### config.mk
export PLATFORM = sky130hd
export DESIGN_NAME = rrmse_lane
export DESIGN_NICKNAME = d
export VERILOG_FILES = /design/src/hw/rtl/running_rmse_three_estimators_macros.svh /design/src/hw/rtl/rrmse_pkg.sv /design/src/hw/rtl/rrmse_lane.sv
export SDC_FILE = /design/constraint.sdc
export NUM_CORES = 1
export LEC_CHECK = 0
export ABC_AREA = 1
export BUFFER_PORTS_ARGS = -buffer_cell sky130_fd_sc_hd__buf_2
export CAP_MARGIN = 20
export CORE_MARGIN = 2
export CORE_UTILIZATION = 45
export CTS_BUF_LIST = sky130_fd_sc_hd__clkbuf_4 sky130_fd_sc_hd__clkbuf_8 sky130_fd_sc_hd__clkbuf_16
export CTS_CLUSTER_DIAMETER = 100
export DETAILED_ROUTE_END_ITERATION = 6
export PLACE_DENSITY = 0.6
export RECOVER_POWER = 25
export SYNTH_ARGS = -nofsm -noshare
export SYNTH_HDL_FRONTEND = slang
export SYNTH_SLANG_ARGS = --single-unit
### constraint.sdc
create_clock -name aclk -period 20.3 [get_ports aclk]
set_input_delay 2.03 -clock aclk [delete_from_list [all_inputs] [get_ports aclk]]
set_output_delay 2.03 -clock aclk [all_outputs]
set_load 0.1 [all_outputs]
### src/hw/rtl/running_rmse_three_estimators_macros.svh
// Assertion macros for the running RMSE block.
`ifndef RUNNING_RMSE_THREE_ESTIMATORS_MACROS_SVH
`define RUNNING_RMSE_THREE_ESTIMATORS_MACROS_SVH
// Implication checked on every rising clock edge outside reset.
`define RRMSE_ASSERT_IMP(label, clk, rstn, ante, cons, msg) \
    label: assert property (@(posedge clk) disable iff (!rstn) (ante) |-> (cons)) \
        else $error(msg);
// Next-cycle implication checked outside reset.
`define RRMSE_ASSERT_NXT(label, clk, rstn, ante, cons, msg) \
    label: assert property (@(posedge clk) disable iff (!rstn) (ante) |=> (cons)) \
        else $error(msg);
`endif

### src/hw/rtl/rrmse_pkg.sv
// Shared types and constants for the running RMSE block.
`timescale 1ns / 1ps
`default_nettype none
package rrmse_pkg;
    localparam int NUM_LANES = 9;
    localparam int SUM_W     = 58;
    localparam int RMS_W     = 16;
    localparam int OUT_CNT_W = 24;
    localparam int DIFF_W    = 17;
    localparam int SQ_W      = 34;
    localparam int SQRT_W    = 64;
    localparam int CNT_IDX_W = 7;

    typedef struct packed {
        logic start;
        logic acc_en;
    } lane_ctl_t;
endpackage
`default_nettype wire

### src/hw/rtl/rrmse_lane.sv
// One error lane: squared-error accumulator, restoring divider, bit-pair square root.
`timescale 1ns / 1ps
`default_nettype none
module rrmse_lane #(
    parameter int SAMPLE_BITS = 16,
    parameter int COUNT_BITS  = 24
) (
    input  wire                             aclk,
    input  wire                             aresetn,
    input  wire rrmse_pkg::lane_ctl_t       ctl,
    input  wire signed [SAMPLE_BITS-1:0]    ref_val,
    input  wire signed [SAMPLE_BITS-1:0]    est_val,
    input  wire        [COUNT_BITS-1:0]     count,
    output logic       [rrmse_pkg::RMS_W-1:0] rms,
    output logic                            done
);
    localparam int SW  = rrmse_pkg::SUM_W;
    localparam int QW  = SW;
    localparam int RW  = SW + 1;
    localparam int DIV_STEPS = SW;
    localparam int SQ_STEPS  = 29;
    localparam int STEP_W    = 7;
    localparam logic [1:0] ST_IDLE = 2'd0, ST_DIV = 2'd1, ST_SQRT = 2'd2;

    logic [SW-1:0] sum_reg, sum_next;
    logic [1:0] state_reg, state_next;
    logic [STEP_W-1:0] step_reg, step_next;
    logic [QW-1:0] quo_reg, quo_next;
    logic [RW-1:0] rem_reg, rem_next;
    logic [SW-1:0] root_reg, root_next;
    logic [rrmse_pkg::RMS_W-1:0] rms_reg, rms_next;
    logic done_reg, done_next;

    logic signed [SAMPLE_BITS:0] diff;
    logic [2*SAMPLE_BITS+1:0] sq;
    logic [RW-1:0] rem_sh, trial;
    logic [SW+1:0] sq_rem, sq_try;

    assign diff = {ref_val[SAMPLE_BITS-1], ref_val} - {est_val[SAMPLE_BITS-1], est_val};
    assign sq   = (2*SAMPLE_BITS+2)'(diff * diff);

    always_comb begin
        sum_next = sum_reg; state_next = state_reg; step_next = step_reg;
        quo_next = quo_reg; rem_next = rem_reg; root_next = root_reg;
        rms_next = rms_reg; done_next = 1'b0;
        rem_sh = '0; trial = '0; sq_rem = '0; sq_try = '0;
        if (ctl.acc_en) begin
            sum_next = sum_reg + SW'(sq);
        end
        unique case (state_reg)
            ST_IDLE: begin
                if (ctl.start) begin
                    if (count == '0) begin
                        rms_next = '0; done_next = 1'b1;
                    end else begin
                        quo_next = sum_next; rem_next = '0;
                        step_next = '0; state_next = ST_DIV;
                    end
                end
            end
            ST_DIV: begin
                rem_sh = {rem_reg[RW-2:0], quo_reg[QW-1]};
                trial  = rem_sh - RW'(count);
                quo_next = {quo_reg[QW-2:0], ~trial[RW-1]};
                rem_next = trial[RW-1] ? rem_sh : trial;
                step_next = step_reg + 1'b1;
                if (step_reg == STEP_W'(DIV_STEPS - 1)) begin
                    step_next = '0; root_next = '0; rem_next = '0;
                    state_next = ST_SQRT;
                end
            end
            ST_SQRT: begin
                // quotient shifts out two bits per step; rem holds partial remainder
                sq_rem = {rem_reg[SW-1:0], quo_reg[QW-1:QW-2]};
                sq_try = sq_rem - {root_reg[SW-1:0], 2'b01};
                if (!sq_try[SW+1]) begin
                    rem_next  = RW'(sq_try);
                    root_next = {root_reg[SW-2:0], 1'b1};
                end else begin
                    rem_next  = RW'(sq_rem);
                    root_next = {root_reg[SW-2:0], 1'b0};
                end
                quo_next  = {quo_reg[QW-3:0], 2'b00};
                step_next = step_reg + 1'b1;
                if (step_reg == STEP_W'(SQ_STEPS - 1)) begin
                    rms_next = root_next[rrmse_pkg::RMS_W-1:0];
                    done_next = 1'b1; state_next = ST_IDLE;
                end
            end
            default: state_next = ST_IDLE;
        endcase
    end

    always_ff @(posedge aclk) begin
        if (!aresetn) begin
            sum_reg <= '0; state_reg <= ST_IDLE; done_reg <= 1'b0;
        end else begin
            sum_reg <= sum_next; state_reg <= state_next; done_reg <= done_next;
        end
        step_reg <= step_next; quo_reg <= quo_next; rem_reg <= rem_next;
        root_reg <= root_next; rms_reg <= rms_next;
    end

    assign rms  = rms_reg;
    assign done = done_reg;
endmodule
`default_nettype wire

# After elaboration in Yosys (flattened, before gate mapping)
# Cells that the tools add are included.
[op_classes]
n_eq_ne = 9
mul = 1
n_reduce_logical = 9
n_bitwise = 1
n_addsub = 5
muxes = 30
[op_table]
columns = ["operator", "count"]
rows = [
  ["$mux W58", 9],
  ["$pmux W58 S3", 2],
  ["$pmux W58 S2", 1],
  ["$sub A60 B60 Y60", 1],
  ["$sub A59 B24 Y59", 1],
  ["$add A58 B34 Y58", 1],
  ["$mux W16", 3],
  ["$mul A17 B17 Y34", 1],
  ["$pmux W16 S2", 1],
  ["$logic_not A24 Y1", 1],
  ["$mux W7", 3],
  ["$pmux W7 S3", 1],
  ["$sub A16 B16 Y17", 1],
  ["$ne A2 B2 Y1 const B", 5],
  ["$mux W2", 4],
  ["$reduce_and A4 Y1", 2],
  ["$add A7 B1 Y7 const B", 1],
  ["$eq A7 B5 Y1 const B", 1],
  ["$eq A7 B6 Y1 const B", 1],
  ["$pmux W2 S3", 1],
  ["$mux W1", 4],
  ["$reduce_bool A2 Y1", 2],
  ["$reduce_and A3 Y1", 1],
  ["$reduce_bool A3 Y1", 1],
  ["6 further kinds", 6],
]
[word_totals]
input_bits = 60
regBits = 258

# Logic depth before layout (Yosys ltp)
[logic_depth]
ltp_word = 7
mapped_depth = 52
ltp_nobuf = 51

# Worst setup path after synthesis
# Ideal clock, no wire load.
[synth_path]
kind = "input -> register"
startpoint = "input port count[9]"
endpoint = "register quo_reg[0] (enable)"
setup_slack_ps = 9015
path_stages = 4
required_time_ps = 19544
n_path_buf = 0
t_arrival_ps = 10529
setup_ps = 756
path_cell_list = "inv_1 > nand4_1 > nor4_1 > nor3_1"
[synth_between]
elab_chain_cells = 3
[synth_rtl]
columns = ["element", "line", "text"]
rows = [
  ["from (decl)", "rrmse_lane.sv:13", "input wire [COUNT_BITS-1:0] count,"],
  ["$logic_not A24 Y1", "rrmse_lane.sv:53", "if (count == '0) begin"],
  ["$ne A2 B2 Y1 (no line)", "-", ""],
  ["$reduce_and A3 Y1 (no line)", "-", ""],
  ["to (signal assigned)", "rrmse_lane.sv:100", "step_reg <= step_next; quo_reg <= quo_next; rem_reg <= rem_next;"],
  ["to (decl)", "rrmse_lane.sv:28", "logic [QW-1:0] quo_reg, quo_next;"],
]
# Every way passes these cells.
# A chain may end at the register's enable or synchronous reset.

# Final worst setup path
[layout_path]
startpoint = "input port est_val[6]"
endpoint = "register quo_reg[53], data pin"
[layout_between]
elab_chain_cells = 7
[layout_rtl]
columns = ["element", "line", "text"]
rows = [
  ["from (decl)", "rrmse_lane.sv:12", "input wire signed [SAMPLE_BITS-1:0] est_val,"],
  ["$sub A16 B16 Y17", "rrmse_lane.sv:39", "assign diff = {ref_val[SAMPLE_BITS-1], ref_val} - {est_val[SAMPLE_BITS-1], est_val};"],
  ["$mul A17 B17 Y34", "rrmse_lane.sv:40", "assign sq = (2*SAMPLE_BITS+2)'(diff * diff);"],
  ["$add A58 B34 Y58", "rrmse_lane.sv:48", "sum_next = sum_reg + SW'(sq);"],
  ["$mux W58", "rrmse_lane.sv:47", "if (ctl.acc_en) begin"],
  ["$mux W58", "rrmse_lane.sv:53", ""],
  ["$mux W58", "rrmse_lane.sv:52", "if (ctl.start) begin"],
  ["$pmux W58 S3", "rrmse_lane.sv:50", "unique case (state_reg)"],
  ["named net quo_next[53]", "rrmse_lane.sv:28", ""],
]
# The timed path passes the listed nets, and every way through them passes these cells. The select of a mux whose other input is x is not followed.

==> summary by stage <==
Floorplanning
The area of the die is about 0.079 mm2. The area of the placeable core is around 0.076 mm2. The effective utilization at floorplan is a little under half. The cell row count is 101.

The die is about 280 um tall. The I/O pin count is 77. The die extent in x is 281 um.

Layout
The number of antenna diodes in the final layout is 0. The share of layout cells above drive strength 1 is 4.74%. The number of nets in the final layout is ~5,700. Compared with the post-synthesis result, the final layout area differs by 7.13%. The commonest non-fill, non-tap cell in the layout is nand2_1. In the layout the commonest cells are 1,479 x nand2_1, 1,097 x inv_1, 484 x nor2_1. The count of non-filler cells in the finished layout is between 6,000 and 7,000.

Logic synthesis
The Yosys step of the flow raised 0 warnings. The number of library cell types mapped by synthesis is 53. The cell type with the highest aggregate area in the netlist is edfxtp_1. After synthesis the netlist holds a flip-flop and latch count of around 260. The synthesized area is ~0.034 mm2. Each instance of the synthesized netlist takes up on average slightly below 7 um2.

The number of enable flip-flop cells after synthesis is ~200. The share of synthesized flip-flops with an asynchronous set or reset is 0%. Synthesis produced a netlist with a net count of approximately 5,600. After synthesis, the cell types taking the most area are edfxtp_1 17%, nand2_1 16%, fa_1 16%. Of the synthesized area, sequential elements account for about 21%. The post-synthesis cell count is 5,078. The top cell type by area accounts for 17.2% of the synthesized area. The most instantiated flip-flop cell in the synthesis netlist is edfxtp_1.

Critical path
The most repeated library cell on the critical path is nand2_1. STA puts the critical path data required time at between 20,000 and 25,000 ps. STA puts the critical path data arrival time at roughly 12,000 ps. The worst setup path is of the input pin to flop kind. For this run, the slowest stage of the critical path takes 570 ps. The worst setup path is launched from an input pin.

The library cell contributing the largest single delay on the critical path is fa_1. The kind of end point of the critical path is a flop. The highest net fanout along the worst path is 11. The worst-case register-to-register setup slack is around 15,000 ps. The launching point of the worst reg2reg path is state_reg[0]. The worst-case reg-to-reg path depth is 10.

The capture instance of the worst register-to-register path is quo_reg[21].

GRT
The total congestion overflow is 0. The via count of the first global-routing pass is 31,600. Global routing used 28.2% of the available tracks. The first global-routing pass estimated between 150,000 and 200,000 um of wire. Entering global routing, the biggest net connects 79 pins.

The initial antenna violation count was 0.

Run
The total of max-cap violations is 4.

Timing
The final setup violation count is 0. In the finished design, the share of the clock period the worst path needs comes to between 50% and 60%. The clock skew after layout is 22.3 ps.

The count of final hold-check violations is 0. For the pin with the worst max-slew slack, the measured transition is 4070 ps. Static timing analysis puts the maximum clock frequency at 87.8 MHz. For the finished layout, the period the worst path requires is about 11,000 ps.

The total negative slack is 0 ps. Setup repair after global routing left no endpoint under its margin. The worst pin sits at a relative slew slack of -171%. The number of max-slew violations in the final report is roughly 240.

After layout, the worst setup slack is between 8000 and 9000 ps.

Drt
The total wire length after detailed routing is about 110,000 um. The post-route antenna net violation count is 0. The via-per-instance ratio is around 5.1.

The post-route DRC violation count is 0. The count of vias placed by the detailed router is ~32,000. Dividing the detail-routed wire length by the instance count gives between 15 and 20 um. For this block, the initial DRC count from the detailed router was about 2,300. The first-pass iteration count of the detailed router is 6.

Clock network
The number of clock buffers inserted by TritonCTS is 35. The number of setup buffers added after CTS is 0. CTS built an H-tree with a depth of 2. In this run the clock root is driven by a clkbuf_16. The number of sinks on the clock net is between 200 and 300. The clock-pin slew on the worst setup and hold paths is around 60 ps.

The maximum root-to-sink buffer count is 3. Hold repair after CTS inserted 0 buffers. The clock latency of the later-clocked register in the worst-skew pair is ~560 ps. The count of cells resized by post-cts repair is 0. TritonCTS built the clock tree.

Placement
In this run, placement finished with an instance count of 6,110. In this run the tool buffered the top-level ports with 76 buffer cells. Timing analysis after detailed placement gives a worst setup slack of 8390 ps. The detailed placement HPWL is about 90,000 um. The final RePlAce weighted congestion is about 1.0.

Hold path
The startpoint identified for the worst hold timing path is sum_reg[55]. Along the worst hold path, the cell count comes to 2. The kind of path behind the tightest hold check is flop to flop. The path with the worst hold slack has its endpoint at sum_reg[55].

Outcome
The checks that failed: capacitance limit, slew limit. The run finished, with violations left.
worst max-delay path by stage:
| stage | from | to | slack (ps) | depth (start not counted) |
|---|---|---|---|---|
| 3_3_place_gp | est_val[6] | quo_reg[53] | 8480 | 51 |
| 5_1_grt | est_val[6] | quo_reg[53] | 8090 | 51 |
| 2_1_floorplan | count[9] | quo_reg[0] | 9020 | 4 |
| 6_report | est_val[6] | quo_reg[53] | 8910 | 51 |
| 4_1_cts | est_val[6] | quo_reg[53] | 8930 | 51 |
| 3_5_place_dp | est_val[6] | quo_reg[53] | 8390 | 51 |
cell usage after synthesis, types with 51 or more instances:
master,number
nand2_1,1480
inv_1,1099
nor2_1,485
nand3_1,282
fa_1,272
ha_1,227
a21oi_1,219
edfxtp_1,197
o21ai_0,135
xnor2_1,72
nand4_1,68
dfxtp_1,61
xor2_1,59
clkbuf_1,57
nor3_1,51
cells by family after synthesis:
| group | count (synthesis) | synth area share [%] |
|---|---|---|
| AO/OA/AOI/OAI | 503 | 8.55 |
| XOR/XNOR | 132 | 3.37 |
| adder cells (fa/ha/maj) | 499 | 24.0 |
| buffers and inverters | 1209 | 13.6 |
| flip-flops | 258 | 20.7 |
| multiplexers | 2 | 0.0581 |
| AND/OR/NAND/NOR | 2475 | 29.7 |
worst max-delay path, delay by kind of cell:
kind,cells,cell delay (ps)
fa+ha+maj,9,4220
simple gates,22,2670
compound gates,7,1350
buf+inv,12,1200
xor+xnor,1,170
layout make-up:
class | instances | area [um2]
Tap cell | 1030 | 1290
Clock buffer | 51 | 1040
Multi-Input combinational cell | 3611 | 22700
Sequential cell | 258 | 7140
Timing Repair Buffer | 100 | 526
Clock inverter | 12 | 90.1
Inverter | 1111 | 4170
Fill cell | 8007 | 39000
stage by stage:
stage / util [%] / area [um2] / hold WS (ps)
floorplan: - / 34500 / 469
global placement: 47.2 / 35900 / 502
detailed placement: 47.2 / 35900 / 501
CTS: 48.7 / 37000 / 512
global route: 48.6 / 36900 / 549
finish: 48.6 / 36900 / 509
layer usage:
layer	up-vias	GRT usage [%]	wire (um)
li1	15800	-	-
met5	-	0	0
met4	0	12.5	5260
met1	14800	35.9	47100
met2	879	48.6	52900
met3	241	2.55	4960
Power is not shown: default switching activity piles up to over one toggle a cycle in this logic, so the estimate is an artifact.
